<file path="config.mk">
export PLATFORM = sky130hd
export DESIGN_NAME = midi_track_event_parser_unit
export DESIGN_NICKNAME = d
export VERILOG_FILES = /design/src/sv/mtp_pkg.sv /design/src/sv/mtp_div.sv /design/src/sv/mtp_ctrl.sv /design/src/sv/mtp_dp.sv /design/src/sv/midi_track_event_parser_unit.sv
export SDC_FILE = /design/constraint.sdc
export NUM_CORES = 2
export LEC_CHECK = 0
export ABC_AREA = 1
export BUFFER_PORTS_ARGS = -buffer_cell sky130_fd_sc_hd__clkbuf_2
export CORE_UTILIZATION = 46
export DETAILED_ROUTE_END_ITERATION = 12
export SETUP_SLACK_MARGIN = 0.15
export SLEW_MARGIN = 20
export SYNTH_ARGS = -nofsm -noshare
export SYNTH_HDL_FRONTEND = slang
export SYNTH_HIERARCHICAL = 1
export SYNTH_SLANG_ARGS = --single-unit
</file>
<file path="constraint.sdc">
create_clock -name i_clk -period 19.6 [get_ports i_clk]
set_input_delay 0.98 -clock i_clk [delete_from_list [all_inputs] [get_ports i_clk]]
set_output_delay 0.98 -clock i_clk [all_outputs]
set_load 0.02 [all_outputs]
</file>
<file path="src/sv/mtp_pkg.sv">
// Shared constants, codes and types of the MIDI track event parser.
`default_nettype none
package mtp_pkg;

    // Field and state widths.
    localparam int TIME_BITS  = 48;
    localparam int TICK_BITS  = 32;
    localparam int VLQ_BITS   = 32;
    localparam int TEMPO_BITS = 24;
    localparam int DVSR_BITS  = 16;

    // Width of the tick-by-tempo product and of the divider dividend.
    localparam int DIVW      = TICK_BITS + TEMPO_BITS;
    // Width of the tempo time plus the scaled tick difference.
    localparam int SUMW      = ((TIME_BITS > DIVW) ? TIME_BITS : DIVW) + 1;
    // The divider retires two quotient bits per cycle.
    localparam int DIV_STEPS = DIVW / 2;
    localparam int CNT_BITS  = $clog2(DIV_STEPS + 1);

    // Status and meta codes.
    localparam logic [7:0] BYTE_META   = 8'hFF;
    localparam logic [7:0] BYTE_SYSEX  = 8'hF0;
    localparam logic [7:0] BYTE_ESCAPE = 8'hF7;
    localparam logic [7:0] META_EOT    = 8'h2F;
    localparam logic [7:0] META_TEMPO  = 8'h51;
    localparam logic [7:0] ONE_DATA_LO = 8'hC0;
    localparam logic [7:0] ONE_DATA_HI = 8'hDF;

    localparam logic [DVSR_BITS-1:0]  MS_PER_SEC = 16'd1000;
    localparam logic [TEMPO_BITS-1:0] MS_SCALE   = 24'd1000;
    localparam logic [TIME_BITS-1:0]  TIME_MAX   = '1;

    // Register indexes, taken from paddr[2].
    localparam logic REG_DIVISION = 1'b0;
    localparam logic REG_FORMAT   = 1'b1;

    typedef enum logic [1:0] {
        KIND_CHANNEL    = 2'd0,
        KIND_END        = 2'd1,
        KIND_BAD_STATUS = 2'd2,
        KIND_TRUNCATED  = 2'd3
    } t_kind;

    typedef enum logic [7:0] {
        PH_DELTA     = 8'b0000_0001,
        PH_EVENT     = 8'b0000_0010,
        PH_DATA1     = 8'b0000_0100,
        PH_DATA2     = 8'b0000_1000,
        PH_META_TYPE = 8'b0001_0000,
        PH_META_LEN  = 8'b0010_0000,
        PH_SYSEX_LEN = 8'b0100_0000,
        PH_SKIP      = 8'b1000_0000
    } t_phase;

    // Commands from the controller to the datapath and divider.
    typedef struct packed {
        logic step;
        logic mul;
        logic div_start;
        logic div_second;
        logic fin;
        logic load;
    } t_cmd;

    // Status from the datapath to the controller.
    typedef struct packed {
        logic need_mul;
        logic tempo_mode;
        logic res_pend;
        logic out_free;
    } t_status;

endpackage
`default_nettype wire

</file>
<file path="src/sv/mtp_div.sv">
// Iterative unsigned divider, two quotient bits per cycle.
`default_nettype none
module mtp_div (
    input  wire logic                           i_clk,
    input  wire logic                           i_rst_n,
    input  wire logic                           i_start,
    input  wire logic [mtp_pkg::DIVW-1:0]       i_dividend,
    input  wire logic [mtp_pkg::DVSR_BITS-1:0]  i_divisor,
    output logic                                o_busy,
    output logic                                o_done,
    output logic [mtp_pkg::DIVW-1:0]            o_quotient
);

    logic [mtp_pkg::DIVW-1:0]      r_acc, n_acc;
    logic [mtp_pkg::DVSR_BITS-1:0] r_rem, n_rem;
    logic [mtp_pkg::DVSR_BITS-1:0] r_dvsr;
    logic [mtp_pkg::CNT_BITS-1:0]  r_cnt;
    logic                          r_busy;
    logic                          r_done;

    // Two restoring steps; the remainder always stays below the divisor.
    always_comb begin
        logic [mtp_pkg::DVSR_BITS:0] trial;
        n_acc = r_acc;
        n_rem = r_rem;
        for (int k = 0; k < 2; k++) begin
            trial = {n_rem, n_acc[mtp_pkg::DIVW-1]};
            n_acc = {n_acc[mtp_pkg::DIVW-2:0], 1'b0};
            if (trial >= {1'b0, r_dvsr}) begin
                trial    = trial - {1'b0, r_dvsr};
                n_acc[0] = 1'b1;
            end
            n_rem = trial[mtp_pkg::DVSR_BITS-1:0];
        end
    end

    // Control of the iteration count.
    always_ff @(posedge i_clk) begin
        if (!i_rst_n) begin
            r_busy <= 1'b0;
            r_done <= 1'b0;
            r_cnt  <= '0;
        end else begin
            r_done <= 1'b0;
            if (i_start) begin
                r_busy <= 1'b1;
                r_cnt  <= mtp_pkg::CNT_BITS'(mtp_pkg::DIV_STEPS);
            end else if (r_busy) begin
                r_cnt <= r_cnt - 1'b1;
                if (r_cnt == mtp_pkg::CNT_BITS'(1)) begin
                    r_busy <= 1'b0;
                    r_done <= 1'b1;
                end
            end
        end
    end

    // Operands and partial results.
    always_ff @(posedge i_clk) begin
        if (i_start) begin
            r_acc  <= i_dividend;
            r_rem  <= '0;
            r_dvsr <= i_divisor;
        end else if (r_busy) begin
            r_acc <= n_acc;
            r_rem <= n_rem;
        end
    end

    assign o_busy     = r_busy;
    assign o_done     = r_done;
    assign o_quotient = r_acc;

endmodule
`default_nettype wire

</file>
<file path="src/sv/mtp_ctrl.sv">
// Controller state machine of the MIDI track event parser.
`default_nettype none
module mtp_ctrl (
    input  wire logic             i_clk,
    input  wire logic             i_rst_n,
    input  wire logic             i_in_valid,
    output logic                  o_in_ready,
    input  wire mtp_pkg::t_status i_status,
    input  wire logic             i_div_done,
    output mtp_pkg::t_cmd         o_cmd
);

    typedef enum logic [8:0] {
        S_IDLE  = 9'b0_0000_0001,
        S_CHECK = 9'b0_0000_0010,
        S_MUL   = 9'b0_0000_0100,
        S_DIVA  = 9'b0_0000_1000,
        S_WAITA = 9'b0_0001_0000,
        S_DIVB  = 9'b0_0010_0000,
        S_WAITB = 9'b0_0100_0000,
        S_FIN   = 9'b0_1000_0000,
        S_OUT   = 9'b1_0000_0000
    } t_state;

    t_state r_state, n_state;

    // Next state and commands.
    always_comb begin
        n_state    = r_state;
        o_cmd      = '0;
        o_in_ready = 1'b0;
        unique case (r_state)
            S_IDLE: begin
                o_in_ready = 1'b1;
                if (i_in_valid) begin
                    o_cmd.step = 1'b1;
                    n_state    = S_CHECK;
                end
            end
            S_CHECK: begin
                n_state = i_status.need_mul ? S_MUL : S_OUT;
            end
            S_MUL: begin
                o_cmd.mul = 1'b1;
                n_state   = S_DIVA;
            end
            S_DIVA: begin
                o_cmd.div_start = 1'b1;
                n_state         = S_WAITA;
            end
            S_WAITA: begin
                if (i_div_done) begin
                    n_state = i_status.tempo_mode ? S_DIVB : S_FIN;
                end
            end
            S_DIVB: begin
                o_cmd.div_start  = 1'b1;
                o_cmd.div_second = 1'b1;
                n_state          = S_WAITB;
            end
            S_WAITB: begin
                if (i_div_done) begin
                    n_state = S_FIN;
                end
            end
            S_FIN: begin
                o_cmd.fin = 1'b1;
                n_state   = S_OUT;
            end
            S_OUT: begin
                if (!i_status.res_pend) begin
                    n_state = S_IDLE;
                end else if (i_status.out_free) begin
                    o_cmd.load = 1'b1;
                    n_state    = S_IDLE;
                end
            end
            default: begin
                n_state = S_IDLE;
            end
        endcase
    end

    // State register.
    always_ff @(posedge i_clk) begin
        if (!i_rst_n) begin
            r_state <= S_IDLE;
        end else begin
            r_state <= n_state;
        end
    end

endmodule
`default_nettype wire

</file>
<file path="src/sv/mtp_dp.sv">
// Datapath of the MIDI track event parser: parse state, timing and result word.
`default_nettype none
module mtp_dp (
    input  wire logic                           i_clk,
    input  wire logic                           i_rst_n,
    input  wire mtp_pkg::t_cmd                  i_cmd,
    output mtp_pkg::t_status                    o_status,
    // Input word
    input  wire logic [7:0]                     i_data_byte,
    input  wire logic                           i_first_of_track,
    input  wire logic                           i_last_of_track,
    input  wire logic                           i_first_of_file,
    // Configuration port
    input  wire logic                           psel,
    input  wire logic                           penable,
    input  wire logic                           pwrite,
    input  wire logic [2:0]                     paddr,
    input  wire logic [31:0]                    pwdata,
    output logic [31:0]                         prdata,
    // Divider
    output logic [mtp_pkg::DIVW-1:0]            o_div_dividend,
    output logic [mtp_pkg::DVSR_BITS-1:0]       o_div_divisor,
    input  wire logic [mtp_pkg::DIVW-1:0]       i_div_quotient,
    // Output word
    output logic                                o_out_valid,
    input  wire logic                           i_out_ready,
    output logic [1:0]                          o_result_kind,
    output logic [7:0]                          o_status_value,
    output logic [6:0]                          o_first_data,
    output logic [6:0]                          o_second_data,
    output logic [3:0]                          o_channel_number,
    output logic [mtp_pkg::TIME_BITS-1:0]       o_time_ms
);

    localparam int TB = mtp_pkg::TIME_BITS;
    localparam int KB = mtp_pkg::TICK_BITS;
    localparam int VB = mtp_pkg::VLQ_BITS;
    localparam int PB = mtp_pkg::TEMPO_BITS;

    // Configuration registers.
    logic [15:0] r_division;
    logic [1:0]  r_format;

    // Parse state.
    mtp_pkg::t_phase r_phase, n_phase;
    logic [7:0]    r_running, n_running;
    logic [VB-1:0] r_vlq, n_vlq;
    logic [KB-1:0] r_tick, n_tick;
    logic [TB-1:0] r_cur_time, n_cur_time;
    logic          r_tempo_valid, n_tempo_valid;
    logic [PB-1:0] r_tempo, n_tempo;
    logic [KB-1:0] r_tempo_tick, n_tempo_tick;
    logic [TB-1:0] r_tempo_time, n_tempo_time;
    logic [VB-1:0] r_skip, n_skip;
    logic [7:0]    r_pend_st, n_pend_st;
    logic [6:0]    r_pend_d1, n_pend_d1;
    logic [7:0]    r_meta_kind, n_meta_kind;
    logic [PB-1:0] r_meta_bytes, n_meta_bytes;
    logic [1:0]    r_meta_cnt, n_meta_cnt;
    logic          r_lock, n_lock;

    // Pending result and time update request.
    logic          r_rp, n_rp;
    logic [1:0]    r_rk, n_rk;
    logic [7:0]    r_rst, n_rst;
    logic [6:0]    r_rd1, n_rd1;
    logic [6:0]    r_rd2, n_rd2;
    logic [3:0]    r_rch, n_rch;
    logic          r_upd_mul, n_upd_mul;
    logic          r_upd_tempo, n_upd_tempo;

    // Time computation.
    logic [mtp_pkg::DIVW-1:0] r_prod;
    logic [KB-1:0]            w_dt;
    logic [KB-1:0]            w_mul_a;
    logic [PB-1:0]            w_mul_b;
    logic [8:0]               w_fps;
    logic [16:0]              w_frame_rate;
    logic [mtp_pkg::SUMW-1:0] w_sum;

    // Output register.
    logic          r_out_valid;
    logic [1:0]    r_out_kind;
    logic [7:0]    r_out_st;
    logic [6:0]    r_out_d1;
    logic [6:0]    r_out_d2;
    logic [3:0]    r_out_ch;
    logic [TB-1:0] r_out_time;

    logic w_cfg_wr;

    // Configuration writes and reads.
    assign w_cfg_wr = psel && penable && pwrite;

    always_ff @(posedge i_clk) begin
        if (!i_rst_n) begin
            r_division <= 16'd96;
            r_format   <= 2'd1;
        end else if (w_cfg_wr) begin
            if (paddr[2] == mtp_pkg::REG_DIVISION) begin
                r_division <= pwdata[15:0];
            end else begin
                r_format <= pwdata[1:0];
            end
        end
    end

    always_comb begin
        if (paddr[2] == mtp_pkg::REG_DIVISION) begin
            prdata = {16'd0, r_division};
        end else begin
            prdata = {30'd0, r_format};
        end
    end

    // One parse step per accepted word.
    always_comb begin
        logic [7:0]    b;
        logic [VB-1:0] vlq_new;
        logic          bad;
        logic          chan_go;
        logic [7:0]    chan_st;
        logic [6:0]    chan_d1;
        logic [6:0]    chan_d2;
        logic          fin_go;

        n_phase       = r_phase;
        n_running     = r_running;
        n_vlq         = r_vlq;
        n_tick        = r_tick;
        n_cur_time    = r_cur_time;
        n_tempo_valid = r_tempo_valid;
        n_tempo       = r_tempo;
        n_tempo_tick  = r_tempo_tick;
        n_tempo_time  = r_tempo_time;
        n_skip        = r_skip;
        n_pend_st     = r_pend_st;
        n_pend_d1     = r_pend_d1;
        n_meta_kind   = r_meta_kind;
        n_meta_bytes  = r_meta_bytes;
        n_meta_cnt    = r_meta_cnt;
        n_lock        = r_lock;
        n_rp          = r_rp;
        n_rk          = r_rk;
        n_rst         = r_rst;
        n_rd1         = r_rd1;
        n_rd2         = r_rd2;
        n_rch         = r_rch;
        n_upd_mul     = r_upd_mul;
        n_upd_tempo   = r_upd_tempo;

        b       = i_data_byte;
        vlq_new = {r_vlq[VB-8:0], b[6:0]};
        bad     = 1'b0;
        chan_go = 1'b0;
        chan_st = '0;
        chan_d1 = '0;
        chan_d2 = '0;
        fin_go  = 1'b0;

        if (i_cmd.step) begin
            n_rp      = 1'b0;
            n_rk      = mtp_pkg::KIND_CHANNEL;
            n_rst     = '0;
            n_rd1     = '0;
            n_rd2     = '0;
            n_rch     = '0;
            n_upd_mul = 1'b0;

            // Start of file, or of a track while unlocked, clears the track and maybe the tempo record.
            if (i_first_of_file || (i_first_of_track && !r_lock)) begin
                n_phase    = mtp_pkg::PH_DELTA;
                n_running  = '0;
                n_vlq      = '0;
                n_tick     = '0;
                n_cur_time = '0;
                n_skip     = '0;
                n_pend_st  = '0;
                n_pend_d1  = '0;
                n_meta_kind  = '0;
                n_meta_bytes = '0;
                n_meta_cnt   = '0;
                if (i_first_of_file || r_format[1]) begin
                    n_tempo_valid = 1'b0;
                    n_tempo       = '0;
                    n_tempo_tick  = '0;
                    n_tempo_time  = '0;
                end
                if (i_first_of_file) begin
                    n_lock = 1'b0;
                end
            end
            vlq_new = {n_vlq[VB-8:0], b[6:0]};

            if (!n_lock) begin
                unique case (n_phase)
                    mtp_pkg::PH_DELTA: begin
                        n_vlq = vlq_new;
                        if (!b[7]) begin
                            n_tick  = n_tick + vlq_new[KB-1:0];
                            n_vlq   = '0;
                            n_phase = mtp_pkg::PH_EVENT;
                            if (r_division[15]) begin
                                if (r_division[7:0] != 8'd0) begin
                                    n_upd_mul   = 1'b1;
                                    n_upd_tempo = 1'b0;
                                end
                            end else if (n_tempo_valid) begin
                                if (r_division != 16'd0) begin
                                    n_upd_mul   = 1'b1;
                                    n_upd_tempo = 1'b1;
                                end else begin
                                    n_cur_time = n_tempo_time;
                                end
                            end
                        end
                    end
                    mtp_pkg::PH_EVENT: begin
                        if (b == mtp_pkg::BYTE_META) begin
                            n_running = '0;
                            n_phase   = mtp_pkg::PH_META_TYPE;
                        end else if (b == mtp_pkg::BYTE_SYSEX ||
                                     b == mtp_pkg::BYTE_ESCAPE) begin
                            n_running    = '0;
                            n_meta_kind  = '0;
                            n_meta_bytes = '0;
                            n_meta_cnt   = '0;
                            n_phase      = mtp_pkg::PH_SYSEX_LEN;
                        end else if (b > mtp_pkg::BYTE_SYSEX) begin
                            bad    = 1'b1;
                            n_lock = 1'b1;
                            n_rp   = 1'b1;
                            n_rk   = mtp_pkg::KIND_BAD_STATUS;
                            n_rst  = b;
                        end else if (b[7]) begin
                            n_pend_st = b;
                            n_pend_d1 = '0;
                            n_phase   = mtp_pkg::PH_DATA1;
                        end else if (n_running >= mtp_pkg::ONE_DATA_LO &&
                                     n_running <= mtp_pkg::ONE_DATA_HI) begin
                            chan_go = 1'b1;
                            chan_st = n_running;
                            chan_d1 = b[6:0];
                        end else begin
                            n_pend_st = n_running;
                            n_pend_d1 = b[6:0];
                            n_phase   = mtp_pkg::PH_DATA2;
                        end
                    end
                    mtp_pkg::PH_DATA1: begin
                        if (n_pend_st >= mtp_pkg::ONE_DATA_LO &&
                            n_pend_st <= mtp_pkg::ONE_DATA_HI) begin
                            chan_go = 1'b1;
                            chan_st = n_pend_st;
                            chan_d1 = b[6:0];
                        end else begin
                            n_pend_d1 = b[6:0];
                            n_phase   = mtp_pkg::PH_DATA2;
                        end
                    end
                    mtp_pkg::PH_DATA2: begin
                        chan_go = 1'b1;
                        chan_st = n_pend_st;
                        chan_d1 = n_pend_d1;
                        chan_d2 = b[6:0];
                    end
                    mtp_pkg::PH_META_TYPE: begin
                        n_meta_kind  = b;
                        n_meta_bytes = '0;
                        n_meta_cnt   = '0;
                        n_vlq        = '0;
                        n_phase      = mtp_pkg::PH_META_LEN;
                    end
                    mtp_pkg::PH_META_LEN, mtp_pkg::PH_SYSEX_LEN: begin
                        n_vlq = vlq_new;
                        if (!b[7]) begin
                            n_skip = vlq_new;
                            n_vlq  = '0;
                            if (vlq_new == '0) begin
                                fin_go = 1'b1;
                            end else begin
                                n_phase = mtp_pkg::PH_SKIP;
                            end
                        end
                    end
                    mtp_pkg::PH_SKIP: begin
                        if (n_meta_cnt != 2'd3) begin
                            n_meta_bytes = {n_meta_bytes[PB-9:0], b};
                            n_meta_cnt   = n_meta_cnt + 2'd1;
                        end
                        n_skip = n_skip - {{(VB-1){1'b0}}, 1'b1};
                        if (n_skip == '0) begin
                            fin_go = 1'b1;
                        end
                    end
                    default: begin
                        n_phase = mtp_pkg::PH_DELTA;
                    end
                endcase

                // A complete channel message; all-zero words are dropped.
                if (chan_go) begin
                    n_phase   = mtp_pkg::PH_DELTA;
                    n_running = chan_st;
                    if (chan_st != 8'd0 || chan_d1 != 7'd0 || chan_d2 != 7'd0) begin
                        n_rp  = 1'b1;
                        n_rk  = mtp_pkg::KIND_CHANNEL;
                        n_rst = chan_st;
                        n_rd1 = chan_d1;
                        n_rd2 = chan_d2;
                        n_rch = chan_st[3:0];
                    end
                end

                // End of a meta or sysex payload.
                if (fin_go) begin
                    n_phase = mtp_pkg::PH_DELTA;
                    if (n_meta_kind == mtp_pkg::META_TEMPO && n_meta_cnt == 2'd3) begin
                        n_tempo       = n_meta_bytes;
                        n_tempo_tick  = n_tick;
                        n_tempo_time  = n_cur_time;
                        n_tempo_valid = 1'b1;
                    end else if (n_meta_kind == mtp_pkg::META_EOT) begin
                        n_rp = 1'b1;
                        n_rk = mtp_pkg::KIND_END;
                    end
                    n_meta_kind  = '0;
                    n_meta_bytes = '0;
                    n_meta_cnt   = '0;
                end

                // A track that ends inside an event is truncated.
                if (!bad && i_last_of_track &&
                    (n_phase != mtp_pkg::PH_DELTA || n_vlq != '0 ||
                     (b[7] && !n_rp))) begin
                    n_lock = 1'b1;
                    n_rp   = 1'b1;
                    n_rk   = mtp_pkg::KIND_TRUNCATED;
                    n_rst  = '0;
                    n_rd1  = '0;
                    n_rd2  = '0;
                    n_rch  = '0;
                end
            end
        end

        // Final timestamp after the divider passes, saturated.
        if (i_cmd.fin) begin
            if (r_upd_tempo) begin
                w_sum = mtp_pkg::SUMW'(r_tempo_time) + mtp_pkg::SUMW'(i_div_quotient);
            end else begin
                w_sum = mtp_pkg::SUMW'(i_div_quotient);
            end
            if (w_sum > mtp_pkg::SUMW'(mtp_pkg::TIME_MAX)) begin
                n_cur_time = mtp_pkg::TIME_MAX;
            end else begin
                n_cur_time = w_sum[TB-1:0];
            end
        end else begin
            w_sum = '0;
        end
    end

    // Control state registers.
    always_ff @(posedge i_clk) begin
        if (!i_rst_n) begin
            r_phase       <= mtp_pkg::PH_DELTA;
            r_running     <= '0;
            r_vlq         <= '0;
            r_tick        <= '0;
            r_cur_time    <= '0;
            r_tempo_valid <= 1'b0;
            r_tempo       <= '0;
            r_tempo_tick  <= '0;
            r_tempo_time  <= '0;
            r_skip        <= '0;
            r_pend_st     <= '0;
            r_pend_d1     <= '0;
            r_meta_kind   <= '0;
            r_meta_bytes  <= '0;
            r_meta_cnt    <= '0;
            r_lock        <= 1'b0;
            r_rp          <= 1'b0;
            r_upd_mul     <= 1'b0;
            r_upd_tempo   <= 1'b0;
        end else begin
            r_phase       <= n_phase;
            r_running     <= n_running;
            r_vlq         <= n_vlq;
            r_tick        <= n_tick;
            r_cur_time    <= n_cur_time;
            r_tempo_valid <= n_tempo_valid;
            r_tempo       <= n_tempo;
            r_tempo_tick  <= n_tempo_tick;
            r_tempo_time  <= n_tempo_time;
            r_skip        <= n_skip;
            r_pend_st     <= n_pend_st;
            r_pend_d1     <= n_pend_d1;
            r_meta_kind   <= n_meta_kind;
            r_meta_bytes  <= n_meta_bytes;
            r_meta_cnt    <= n_meta_cnt;
            r_lock        <= n_lock;
            r_rp          <= n_rp;
            r_upd_mul     <= n_upd_mul;
            r_upd_tempo   <= n_upd_tempo;
        end
    end

    // Pending result fields.
    always_ff @(posedge i_clk) begin
        r_rk  <= n_rk;
        r_rst <= n_rst;
        r_rd1 <= n_rd1;
        r_rd2 <= n_rd2;
        r_rch <= n_rch;
    end

    // Multiplier operands: ticks times 1000, or tick difference times tempo.
    assign w_dt    = (r_tick >= r_tempo_tick) ? (r_tick - r_tempo_tick) : '0;
    assign w_mul_a = r_upd_tempo ? w_dt : r_tick;
    assign w_mul_b = r_upd_tempo ? r_tempo : mtp_pkg::MS_SCALE;

    always_ff @(posedge i_clk) begin
        if (i_cmd.mul) begin
            r_prod <= mtp_pkg::DIVW'(w_mul_a) * mtp_pkg::DIVW'(w_mul_b);
        end
    end

    // Divider operands: frames per second times ticks per frame, the division
    // word, or 1000 for the second tempo pass.
    assign w_fps        = 9'd256 - {1'b0, r_division[15:8]};
    assign w_frame_rate = w_fps * {1'b0, r_division[7:0]};

    always_comb begin
        if (i_cmd.div_second) begin
            o_div_dividend = i_div_quotient;
            o_div_divisor  = mtp_pkg::MS_PER_SEC;
        end else begin
            o_div_dividend = r_prod;
            o_div_divisor  = r_upd_tempo ? r_division : w_frame_rate[15:0];
        end
    end

    // Output register.
    always_ff @(posedge i_clk) begin
        if (!i_rst_n) begin
            r_out_valid <= 1'b0;
        end else if (i_cmd.load) begin
            r_out_valid <= 1'b1;
        end else if (i_out_ready) begin
            r_out_valid <= 1'b0;
        end
    end

    always_ff @(posedge i_clk) begin
        if (i_cmd.load) begin
            r_out_kind <= r_rk;
            r_out_st   <= r_rst;
            r_out_d1   <= r_rd1;
            r_out_d2   <= r_rd2;
            r_out_ch   <= r_rch;
            r_out_time <= r_cur_time;
        end
    end

    assign o_out_valid      = r_out_valid;
    assign o_result_kind    = r_out_kind;
    assign o_status_value   = r_out_st;
    assign o_first_data     = r_out_d1;
    assign o_second_data    = r_out_d2;
    assign o_channel_number = r_out_ch;
    assign o_time_ms        = r_out_time;

    assign o_status.need_mul   = r_upd_mul;
    assign o_status.tempo_mode = r_upd_tempo;
    assign o_status.res_pend   = r_rp;
    assign o_status.out_free   = !r_out_valid || i_out_ready;

endmodule
`default_nettype wire

</file>
<file path="src/sv/midi_track_event_parser_unit.sv">
// Top level of the MIDI track event parser.
//
//  Channel   Direction  Handshake                 Payload
//  in        input      i_in_valid / o_in_ready   data byte, track and file marks
//  out       output     o_out_valid / i_out_ready kind, status, data, channel, time
//  config    input      APB psel/penable/pwrite   division (0x0), file format (0x4)
//
// A word that completes no delta time passes the check and output states
// only. A word that completes a delta time also passes the multiply and one
// pass of the two-bit-per-cycle divider under SMPTE timing, or two passes
// under tempo timing. Reset is synchronous and active low; it clears the parse
// state and the tempo record. A result waits in the output register while the
// next word is taken; only loading a new result stalls on i_out_ready.
`default_nettype none
module midi_track_event_parser_unit (
    input  wire logic                          i_clk,
    input  wire logic                          i_rst_n,
    input  wire logic                          i_in_valid,
    output logic                               o_in_ready,
    input  wire logic [7:0]                    i_data_byte,
    input  wire logic                          i_first_of_track,
    input  wire logic                          i_last_of_track,
    input  wire logic                          i_first_of_file,
    output logic                               o_out_valid,
    input  wire logic                          i_out_ready,
    output logic [1:0]                         o_result_kind,
    output logic [7:0]                         o_status_value,
    output logic [6:0]                         o_first_data,
    output logic [6:0]                         o_second_data,
    output logic [3:0]                         o_channel_number,
    output logic [mtp_pkg::TIME_BITS-1:0]      o_time_ms,
    input  wire logic                          psel,
    input  wire logic                          penable,
    input  wire logic                          pwrite,
    input  wire logic [2:0]                    paddr,
    input  wire logic [31:0]                   pwdata,
    output logic [31:0]                        prdata,
    output logic                               pready
);

    mtp_pkg::t_cmd                  w_cmd;
    mtp_pkg::t_status               w_status;
    logic [mtp_pkg::DIVW-1:0]       w_div_dividend;
    logic [mtp_pkg::DVSR_BITS-1:0]  w_div_divisor;
    logic [mtp_pkg::DIVW-1:0]       w_div_quotient;
    logic                           w_div_busy;
    logic                           w_div_done;

    assign pready = 1'b1;

    mtp_ctrl u_ctrl (
        .i_clk      (i_clk),
        .i_rst_n    (i_rst_n),
        .i_in_valid (i_in_valid),
        .o_in_ready (o_in_ready),
        .i_status   (w_status),
        .i_div_done (w_div_done),
        .o_cmd      (w_cmd)
    );

    mtp_dp u_dp (
        .i_clk            (i_clk),
        .i_rst_n          (i_rst_n),
        .i_cmd            (w_cmd),
        .o_status         (w_status),
        .i_data_byte      (i_data_byte),
        .i_first_of_track (i_first_of_track),
        .i_last_of_track  (i_last_of_track),
        .i_first_of_file  (i_first_of_file),
        .psel             (psel),
        .penable          (penable),
        .pwrite           (pwrite),
        .paddr            (paddr),
        .pwdata           (pwdata),
        .prdata           (prdata),
        .o_div_dividend   (w_div_dividend),
        .o_div_divisor    (w_div_divisor),
        .i_div_quotient   (w_div_quotient),
        .o_out_valid      (o_out_valid),
        .i_out_ready      (i_out_ready),
        .o_result_kind    (o_result_kind),
        .o_status_value   (o_status_value),
        .o_first_data     (o_first_data),
        .o_second_data    (o_second_data),
        .o_channel_number (o_channel_number),
        .o_time_ms        (o_time_ms)
    );

    mtp_div u_div (
        .i_clk      (i_clk),
        .i_rst_n    (i_rst_n),
        .i_start    (w_cmd.div_start),
        .i_dividend (w_div_dividend),
        .i_divisor  (w_div_divisor),
        .o_busy     (w_div_busy),
        .o_done     (w_div_done),
        .o_quotient (w_div_quotient)
    );

    // The parser only takes a word when no division is in flight.
    a_idle_div: assert property (@(posedge i_clk) disable iff (!i_rst_n)
        o_in_ready |-> !w_div_busy)
        else $error("input ready while divider busy");

    // An accepted word always occupies the controller for the next cycle.
    a_busy_after_accept: assert property (@(posedge i_clk) disable iff (!i_rst_n)
        (i_in_valid && o_in_ready) |=> !o_in_ready)
        else $error("input ready right after an accepted word");

    // A result is loaded only into a free output register.
    a_load_free: assert property (@(posedge i_clk) disable iff (!i_rst_n)
        w_cmd.load |-> (!o_out_valid || i_out_ready))
        else $error("output word overwritten");

    // The divider is never restarted mid-division.
    a_div_start: assert property (@(posedge i_clk) disable iff (!i_rst_n)
        w_cmd.div_start |-> !w_div_busy)
        else $error("divider restarted while busy");

endmodule
`default_nettype wire
</file>
==> impl_metrics.json <==
{
  "critPathRequiredTime_ps": 20050,
  "clock_latency_ps": 710,
  "cpMostUsedCell": "nand2_1",
  "cap_violations": 0,
  "cts_buffers": 75,
  "fmax_mhz": 89.8,
  "yosysMostFrequentCell": "nand2_1",
  "status": "finished clean",
  "synth_top_cell_area_share_pct": 20.8,
  "fp.dieArea_um2": 149000,
  "fin_ws_ps": 8460,
  "slowest_delay_ps": 880,
  "synth.distinct_cells": 69,
  "ant_nets": 0,
  "totalWireLength_mm": 241,
  "grtUsageTotal_pct": 32.4,
  "place_area_um2": 69800,
  "die_height_um": 386,
  "initial_core_util_pct": 46.4,
  "io-pin-count": 164,
  "endpoint_kind": "flop",
  "row_count": 140,
  "post-route-min-period_ps": 11140,
  "cts_sinks": 601,
  "min_period_over_period_pct": 56.8,
  "fin_skew_ps": 79.6,
  "netlist_area_um2": 67700,
  "p_total_mw": 10.1,
  "crit_start": "u_dp/r_tempo_tick[4]",
  "syn_to_final_growth_pct": 7.11,
  "clock_path_buffers": 3,
  "synthTopCellsByArea": "fa_1 (21%), nand2_1 (12%), dfxtp_1 (11%), edfxtp_1 (10%), inv_1 (9.5%)",
  "dp_hpwl_mm": 186,
  "fin_nets": 10500,
  "place_ws_ps": 8700,
  "arrival_ps": 11580,
  "cts_tree": "built",
  "synth_edf_count": 232,
  "cts_resized": 0,
  "setup_viol": 0,
  "synthFlopType": "dfxtp_1",
  "grt_max_degree": 153,
  "finalHoldViolCount": 0,
  "place.gp.congestion": 0.983,
  "maxSlewViolCount": 0,
  "hold_path.class": "reg -> reg",
  "io_buffers": 128,
  "rsz0062_at_grt": "false",
  "tightest_slew_ps": 1180,
  "ctsHoldBuffers": 0,
  "ys_seq_elements": 601,
  "r2r_start": "u_dp/r_tempo_tick[4]",
  "core_region_area_um2": 146000,
  "clk_pin_slew_ps": 60,
  "slew_headroom_pct": 21.2,
  "ys_seq_area_share_pct": 21.2,
  "synthCells": 9481,
  "synth_common_cells": "nand2_1 (2158), inv_1 (1719), nor2_1 (1029), fa_1 (704), a21oi_1 (645)",
  "vias_per_cell": 5.50,
  "grt_pass1_wl_mm": 368,
  "firstDrtPassIters": 6,
  "cp_max_fo": 14,
  "routedWlPerCell_um": 21.2,
  "p_leak_nw": 34.5,
  "drt_iter0_markers": 5516,
  "yosysWarnings": 6,
  "grt_pass1_vias": 61500,
  "fin_hold_ws_ps": 413,
  "antenna_found_initial": 8,
  "cts.root.buffer_cell": "clkbuf_16",
  "drive_above_1_share_pct": 5.64,
  "overflow": 0,
  "drc": 0,
  "synthArstFlopShare_pct": 0,
  "postCtsSetupBuffers": 0,
  "worst_path_max_delay_cell": "nor2_1",
  "synth_top_cell_by_area": "fa_1",
  "ir_drop_mv": 0.174,
  "cts_max_level": 3,
  "hold_start": "u_dp/r_rd2[3]",
  "synth.avg_cell_area_um2": 7.14,
  "fin_setup_tns_ps": 0,
  "r2r_slack_ps": 8460,
  "worstSetupStartpointType": "flop",
  "vias": 62500,
  "path_class": "reg -> reg",
  "fp.dieW_um": 386,
  "power_density_nw_per_um2": 140,
  "stdcell_area_um2": 72500
}
## power breakdown
group | leakage, nW | internal (mW) | total (mW) | switching (mW)
sequential | 5.16 | 1.61 | 1.73 | 0.120
combinational | 28.0 | 2.31 | 6.91 | 4.60
clock | 1.27 | 0.886 | 1.51 | 0.621
## flip-flops by register name, summed over array words and instances (netlist names), 8 cells and up
| name | cells |
|---|---|
| u_dp/o_status_value | 8 |
| u_dp/r_tick | 32 |
| u_dp/r_prod | 56 |
| u_dp/r_rst | 8 |
| u_dp/r_tempo_tick | 32 |
| u_div/r_dvsr | 16 |
| u_div/o_quotient | 56 |
| u_ctrl/r_state | 9 |
| u_dp/o_time_ms | 48 |
| u_dp/r_meta_kind | 8 |
| u_dp/r_division | 16 |
| u_dp/r_running | 8 |
| u_dp/r_phase | 8 |
| u_dp/r_tempo | 24 |
| u_dp/r_skip | 32 |
| u_div/r_rem | 16 |
| u_dp/r_pend_st | 8 |
| u_dp/r_cur_time | 48 |
| u_dp/r_vlq | 32 |
| u_dp/r_tempo_time | 48 |
| u_dp/r_meta_bytes | 24 |
## cells by family after synthesis
group | synth area share, %
XOR/XNOR | 1.95
AO/OA/AOI/OAI | 12.9
AND/OR/NAND/NOR | 23.8
multiplexers | 0.133
flip-flops | 21.2
other | 0.0111
adder cells (fa/ha/maj) | 27.6
buffers and inverters | 12.5
## area by class of cell
type                    count  area [um2]
diodes                      2        5.00
fillers                 14800       73400
well taps                1917        2400
clock inverters            48         689
repair buffers            220        1360
multi-input cells        6711       45100
flip-flops and latches    601       14400
inverters                1764        6630
clock buffers              90        1990
## placed cells by master (no fill, tap or decap), types with 56 or more instances in the layout
master / count
inv_1: 1717
nor2_1: 1019
clkbuf_2: 127
o21ai_0: 541
buf_4: 90
nand2_1: 2157
a21oi_1: 645
fa_1: 704
xnor2_1: 63
o22ai_1: 65
nand4_1: 56
nand3_1: 387
edfxtp_1: 232
clkbuf_16: 75
nor3_1: 66
dfxtp_1: 368
a31oi_1: 63
xor2_1: 88
ha_1: 365
## through the flow
stage	utilization [%]	instances
after global routing	49.7	11400
final	49.7	11400
after detailed placement	47.8	11200
after global placement	47.8	11200
after CTS	49.7	11400
after floorplan	-	9496
## worst max-delay path: cells and delay by family, from the launching register on
family | cells | cell delay [ps]
AOI/OAI and AO/OA | 12 | 3190
adders and majority gates | 9 | 3420
buffers and inverters | 10 | 1540
DFF | 1 | 320
and+or+nand+nor | 15 | 2430
## path summary, 6_finish.rpt
| check | to | depth (start not counted) |
|---|---|---|
| worst min-delay path | u_dp/o_second_data[3] | 0 |
| worst max-delay path | u_dp/r_prod[41] | 46 |
| worst min register to register | u_dp/o_second_data[3] | 0 |
| worst max register to register | u_dp/r_prod[41] | 46 |
## routing by layer
| layer | vias up | track usage [%] | part of all wire [%] |
|---|---|---|---|
| met5 | - | 0 | 0.015 |
| met4 | 6 | 13.5 | 4.4 |
| met3 | 421 | 5.02 | 7.8 |
| met2 | 2384 | 51.6 | 45 |
| met1 | 30200 | 43.7 | 43 |
| li1 | 29500 | - | - |
(Power assumes the default switching activity.)
